==> src/rtl/stbs_pkg.sv <==
`default_nettype none

package stbs_pkg;

  // Operation codes carried in the input tuser.
  localparam logic FUNC_LOAD   = 1'b0;
  localparam logic FUNC_SEARCH = 1'b1;

  // Field widths fixed by the item format.
  localparam int unsigned IDX_W   = 10;
  localparam int unsigned VAL_W   = 32;
  localparam int unsigned CNT_W   = 11;
  localparam int unsigned PROBE_W = 4;
  // Signed search bounds span -1 .. 2047.
  localparam int unsigned BND_W   = CNT_W + 1;

  // Configuration register map (byte addresses).
  localparam logic [2:0] ADDR_ENTRY_COUNT = 3'd0;
  localparam logic [CNT_W-1:0] ENTRY_COUNT_RESET = 11'd1024;

  // Most probes a search over 1024 entries can make.
  localparam logic [PROBE_W-1:0] MAX_PROBES = 4'd11;

  // One search result.
  typedef struct packed {
    logic [PROBE_W-1:0] probe_count;
    logic [IDX_W-1:0]   position;
    logic               found;
  } result_t;

endpackage

`default_nettype wire

==> src/rtl/stbs_ctrl.sv <==
`default_nettype none

module stbs_ctrl #(
  parameter int unsigned DEPTH = 1024,
  parameter int unsigned AW    = 10
) (
  input  wire logic                         clk_i,
  input  wire logic                         rst_ni,
  // Input item.
  input  wire logic                         in_valid_i,
  output logic                              in_ready_o,
  input  wire logic                         func_i,
  input  wire logic [stbs_pkg::IDX_W-1:0]   idx_i,
  input  wire logic [stbs_pkg::VAL_W-1:0]   value_i,
  input  wire logic [stbs_pkg::CNT_W-1:0]   count_i,
  // Result toward the output register.
  output logic                              res_valid_o,
  input  wire logic                         res_ready_i,
  output stbs_pkg::result_t                 res_o,
  // Table ports.
  output logic                              we_o,
  output logic      [AW-1:0]                waddr_o,
  output logic      [stbs_pkg::VAL_W-1:0]   wdata_o,
  output logic                              re_o,
  output logic      [AW-1:0]                raddr_o,
  input  wire logic [stbs_pkg::VAL_W-1:0]   rdata_i
);
  import stbs_pkg::*;

  typedef enum logic [1:0] {
    ST_IDLE,
    ST_PROBE,
    ST_CMP,
    ST_DONE
  } state_e;

  state_e                    state_q, state_d;
  logic signed [BND_W-1:0]   low_q, low_d, high_q, high_d;
  logic [CNT_W-1:0]          mid_q, mid_d;
  logic [VAL_W-1:0]          key_q, key_d;
  logic [PROBE_W-1:0]        probes_q, probes_d;
  logic                      hit_q, hit_d;
  logic [IDX_W-1:0]          pos_q, pos_d;

  logic                      accept;
  logic [CNT_W-1:0]          count_sat;
  logic signed [BND_W-1:0]   high_init;
  logic [BND_W-1:0]          bound_sum;
  logic signed [BND_W-1:0]   mid_s;
  logic signed [BND_W-1:0]   low_n, high_n;
  logic signed [VAL_W-1:0]   entry_s, key_s;

  assign accept     = in_valid_i && in_ready_o;
  assign in_ready_o = (state_q == ST_IDLE);

  // Loads go straight to the table while idle.
  assign we_o    = accept && (func_i == FUNC_LOAD) && (32'(idx_i) < DEPTH);
  assign waddr_o = AW'(idx_i);
  assign wdata_o = value_i;

  // Search span saturates at the table depth.
  assign count_sat = (32'(count_i) > DEPTH) ? CNT_W'(DEPTH) : count_i;
  assign high_init = $signed({1'b0, count_sat}) - BND_W'(1);

  // Midpoint of the bounds; both are non-negative while probing.
  assign bound_sum = BND_W'(low_q[CNT_W-1:0]) + BND_W'(high_q[CNT_W-1:0]);
  assign mid_d     = bound_sum[BND_W-1:1];
  assign re_o      = (state_q == ST_PROBE);
  assign raddr_o   = AW'(mid_d);

  // Bound update from the returned entry.
  assign entry_s = $signed(rdata_i);
  assign key_s   = $signed(key_q);
  assign mid_s   = $signed({1'b0, mid_q});

  always_comb begin
    low_n  = low_q;
    high_n = high_q;
    if (key_s > entry_s) begin
      low_n = mid_s + BND_W'(1);
    end else if (key_s < entry_s) begin
      high_n = mid_s - BND_W'(1);
    end
  end

  // Next-state logic.
  always_comb begin
    state_d  = state_q;
    low_d    = low_q;
    high_d   = high_q;
    key_d    = key_q;
    probes_d = probes_q;
    hit_d    = hit_q;
    pos_d    = pos_q;
    unique case (state_q)
      ST_IDLE: begin
        if (accept && (func_i == FUNC_SEARCH)) begin
          key_d    = value_i;
          low_d    = '0;
          high_d   = high_init;
          probes_d = '0;
          hit_d    = 1'b0;
          pos_d    = '0;
          state_d  = (high_init < 0) ? ST_DONE : ST_PROBE;
        end
      end
      ST_PROBE: begin
        state_d = ST_CMP;
      end
      ST_CMP: begin
        probes_d = probes_q + PROBE_W'(1);
        if (key_s == entry_s) begin
          hit_d   = 1'b1;
          pos_d   = mid_q[IDX_W-1:0];
          state_d = ST_DONE;
        end else begin
          low_d   = low_n;
          high_d  = high_n;
          state_d = (low_n <= high_n) ? ST_PROBE : ST_DONE;
        end
      end
      ST_DONE: begin
        if (res_ready_i) begin
          state_d = ST_IDLE;
        end
      end
      default: state_d = ST_IDLE;
    endcase
  end

  // State and registered outputs.
  always_ff @(posedge clk_i or negedge rst_ni) begin
    if (!rst_ni) begin
      state_q  <= ST_IDLE;
      probes_q <= '0;
      hit_q    <= 1'b0;
    end else begin
      state_q  <= state_d;
      probes_q <= probes_d;
      hit_q    <= hit_d;
    end
  end

  // Search datapath registers.
  always_ff @(posedge clk_i) begin
    low_q  <= low_d;
    high_q <= high_d;
    key_q  <= key_d;
    pos_q  <= pos_d;
    if (state_q == ST_PROBE) begin
      mid_q <= mid_d;
    end
  end

  assign res_valid_o       = (state_q == ST_DONE);
  assign res_o.found       = hit_q;
  assign res_o.position    = pos_q;
  assign res_o.probe_count = probes_q;

  // A probe is only issued while the bounds have not crossed.
  a_probe_bounds: assert property (@(posedge clk_i) disable iff (!rst_ni)
    (state_q == ST_PROBE) |-> (low_q <= high_q))
    else $error("probe issued with crossed bounds");

  // No search over at most 1024 entries exceeds eleven probes.
  a_probe_limit: assert property (@(posedge clk_i) disable iff (!rst_ni)
    res_valid_o |-> (probes_q <= MAX_PROBES))
    else $error("probe count above limit");

  // A hit needs at least one comparison.
  a_hit_probed: assert property (@(posedge clk_i) disable iff (!rst_ni)
    (res_valid_o && hit_q) |-> (probes_q != '0))
    else $error("hit reported without a probe");

  // Every comparison is preceded by its memory read.
  a_cmp_after_read: assert property (@(posedge clk_i) disable iff (!rst_ni)
    (state_q == ST_CMP) |-> $past(re_o))
    else $error("compare without a preceding read");

endmodule

`default_nettype wire

==> config.mk <==
export PLATFORM = sky130hd
export DESIGN_NAME = stbs_ctrl
export DESIGN_NICKNAME = d
export VERILOG_FILES = /design/src/rtl/stbs_pkg.sv /design/src/rtl/stbs_ctrl.sv
export SDC_FILE = /design/constraint.sdc
export NUM_CORES = 1
export LEC_CHECK = 0
export BUFFER_PORTS_ARGS = -buffer_cell sky130_fd_sc_hd__buf_4
export CORE_MARGIN = 5
export CORE_UTILIZATION = 50
export DETAILED_ROUTE_END_ITERATION = 7
export PLACE_DENSITY = 0.77
export SLEW_MARGIN = 15
export SYNTH_ARGS = -nofsm -noshare
export SYNTH_HDL_FRONTEND = slang
export SYNTH_SLANG_ARGS = --single-unit
==> constraint.sdc <==
create_clock -name clk_i -period 7.7 [get_ports clk_i]
set_input_delay 1.54 -clock clk_i [delete_from_list [all_inputs] [get_ports clk_i]]
set_output_delay 1.54 -clock clk_i [all_outputs]
set_load 0.01 [all_outputs]
==> impl_metrics.csv <==
group,metric,value,unit
synth,synth-xor-area-share,4.29,%
synth,synth_compound_area_share,8.68,%
drt,antenna_left,0,
timing,fmax,178,MHz
drt,routedWlPerCell,16.9,um
finish,drive_above_1_share,28.0,%
pwr,p_total,2.70,mW
synth,yosysUniqueCellTypes,58,
place,detailedPlace.worstSlack,1.71,ns
synth,ys_ff_latch,84,
timing,tightest_slew,0.697,ns
global_route,grt_pass1_wl,21900,um
place,place_area,6700,um^2
synth,avgSynthCellArea,10.5,um^2
die,fp-row-count,39,
finish,final_area,7010,um^2
critical_path,path_cells,"buf_4 > inv_1 > ha_1 > a21o_1 > a221o_1 > a221oi_2 > nand4b_1 > o22ai_2 > buf_4 > nand2b_1 > buf_4 > mux2_4 > ha_1 > nor2b_1 > o21a_1 > o21a_1 > o21a_1 > or4_1 > o211ai_1 > a31oi_1",
timing,period_share,73.0,%
synth,synthCells,566,
critical_path,crit_type,"in2reg",
critical_path,cp_max_fo,24,
synth,post-synth-top-area-fraction,39.0,%
clocking,ctsResizeCount,0,
global_route,grt_antenna_before_repair,0,
timing,rsz0062_at_grt,"false",
clocking,cts_root_buf,"clkbuf_16",
clocking,clkSlewWorstSetupHoldPaths,0.06,ns
clocking,ctsHoldBuffers,0,
die,dieArea,14100,um^2
pwr,vdd_drop_max,217,uV
finish,fillers,950,
synth,synth_nets,715,
drt,drc,0,
place,dp_hpwl,10500,um
finish,fin_nets,801,
synth,synth_edf_count,77,
timing,min_period,5.62,ns
synth,synth_area_leaders,"edfxtp_1 (39%), ha_1 (12%), buf_4 (6.7%)",
die,fp.dieW,119,um
pwr,leakagePower,3.12,nW
run,cap_violations,0,
drt,routed_via_density,5.47,
timing,maxSlewHeadroom,53.6,%
clocking,cts_tree,"yes",
die,core,11500,um^2
clocking,htreeDepth,3,
synth,synthSimpleGateAreaFrac,14.1,%
critical_path,cp.required,7.92,ns
clocking,clockBufferDepth,2,
global_route,grt_start_max_net_pins,35,
synth,netlist_area,5930,um^2
synth,yosysTopAreaCell,"edfxtp_1",
synth,yosysWarnings,0,
critical_path,ff2ff_setup_slack,3.01,ns
clocking,cts_buffers,9,
timing,setup_viol,0,
synth,synth-main-ff-cell,"edfxtp_1",
synth,synth-adder-area-share,12.6,%
global_route,grt-ovfl-total,0,
critical_path,cp_slowest_cell,"or4_1",
finish,final-seq-area,2490,um^2
drt,routed_wl,13500,um
timing,finalHoldViolCount,0,
synth,synth_top_family_by_area,"simple AND/OR/NAND/NOR gates",
clocking,clkLatencyLatePin,0.34,ns
pwr,power.density,385,nW/um^2
critical_path,slowest_delay,0.46,ns
finish,multiInputGateArea,2780,um^2
die,die_height,119,um
finish,diodes,0,
place,gp_congestion,0.900,
die,boundaryPins,161,
timing,final-max-slew-violation-count,0,
finish,area_growth,18.2,%
drt,dr_total_vias,4376,
timing,layout_setup_ws,2.08,ns
drt,detail_route.first_pass.iterations,5,
synth,synth-seq-area-share,42.0,%
synth,synthMuxAreaShare,7.16,%
worst_hold_path,holdCritPathClass,"reg2reg",
timing,setup_tns,0,ns
outcome,outcome,"complete, no violations",
clocking,postCtsSetupRepairBufs,0,
critical_path,worstSetupStartpointType,"input pin",
place,portBuffers,140,
synth,synthArstFlopShare,8.33,%
global_route,track_usage,19.2,%
global_route,grt_pass1_vias,4520,
timing,finalClockSkew,0.00747,ns
critical_path,critPathCaptureType,"register",
clocking,clock-sinks,84,
critical_path,worstPathArrival,5.84,ns
drt,drt_iter0_drc,225,
die,start_util,51.5,%
area by class of cell:
type / instances / area share [%]
multi-input combinational: 368 / 39.6
sequential: 84 / 35.5
timing repair buffer: 147 / 15.8
clock buffer: 10 / 3.41
tap: 143 / 2.55
inverter: 42 / 2.25
clock inverter: 6 / 0.911
critical path, delay by kind of cell:
family / cells / cell delay [ns]
AO/OA/AOI/OAI: 9 / 1.71
buffers and inverters: 4 / 0.73
AND/OR/NAND/NOR: 4 / 0.91
adder cells (fa/ha/maj): 2 / 0.60
multiplexers: 1 / 0.34
through the flow:
stage               hold WS (ns)  util, %  instances
global route               0.510     60.8        800
floorplan                  0.451        -        566
detailed placement         0.472     58.2        784
finish                     0.484     60.8        800
global placement           0.466     58.2        784
CTS                        0.486     60.8        800
registers in the layout (all words and copies together), names as in the netlist:
register / cells
high_q: 12
hit_q: 1
key_q: 32
low_q: 12
mid_q: 11
pos_q: 10
probes_q: 4
state_q: 2
routing by layer:
layer	GRT usage (%)	share of wire, %	vias up
met5	0	0	-
met4	7.68	2.5	0
met3	2.84	5.1	28
met2	32.6	50	149
met1	24.6	42	2064
li1	-	-	2135
worst paths after layout:
check | from | end | cells past startpoint
max | rdata_i[17] | state_q[1] | 20
min | hit_q | hit_q | 2
max reg2reg | key_q[17] | state_q[1] | 18
min reg2reg | hit_q | hit_q | 2
max in group asynchronous | rst_ni | probes_q[2] | 1
min in group asynchronous | rst_ni | probes_q[0] | 1
placed cells by master, fill, tap and decap left out, drive strengths merged, types with 4 or more instances in the layout:
cell type	n
buf	147
xnor2	18
and2	12
xor2	11
mux2i	24
clkbuf	10
o21a	4
nor4	9
nand2b	9
nor2	25
nor3	5
nor2b	8
edfxtp	77
ha	58
nand2	55
and3	4
a21oi	19
mux2	14
nand3	11
o21ai	24
clkinv	4
inv	42
nand4	9
a21o	7
dfrtp	7
kinds of logic after synthesis:
| family | Yosys count |
|---|---|
| adders and majority gates | 59 |
| and+or+nand+nor | 163 |
| buffers and inverters | 114 |
| xor gates and xnor gates | 29 |
| muxes | 38 |
| DFF | 84 |
| AOI/OAI and AO/OA | 79 |
report_power, final:
| group | leakage (nW) | switching (mW) | internal (mW) | total (mW) |
|---|---|---|---|---|
| registers | 0.801 | 0.148 | 0.721 | 0.869 |
| clock network | 0.146 | 0.178 | 0.259 | 0.438 |
| logic | 2.17 | 0.743 | 0.650 | 1.39 |
synth_stat cells (15+ instances only):
| cell | count |
|---|---|
| o21ai_0 | 22 |
| clkbuf_1 | 15 |
| xnor2_1 | 18 |
| inv_1 | 42 |
| nand2_1 | 55 |
| ha_1 | 58 |
| a21oi_1 | 19 |
| buf_4 | 53 |
| edfxtp_1 | 77 |
| nor2_1 | 25 |
| mux2i_1 | 24 |
Note: power is estimated with default switching activity, not from simulation.
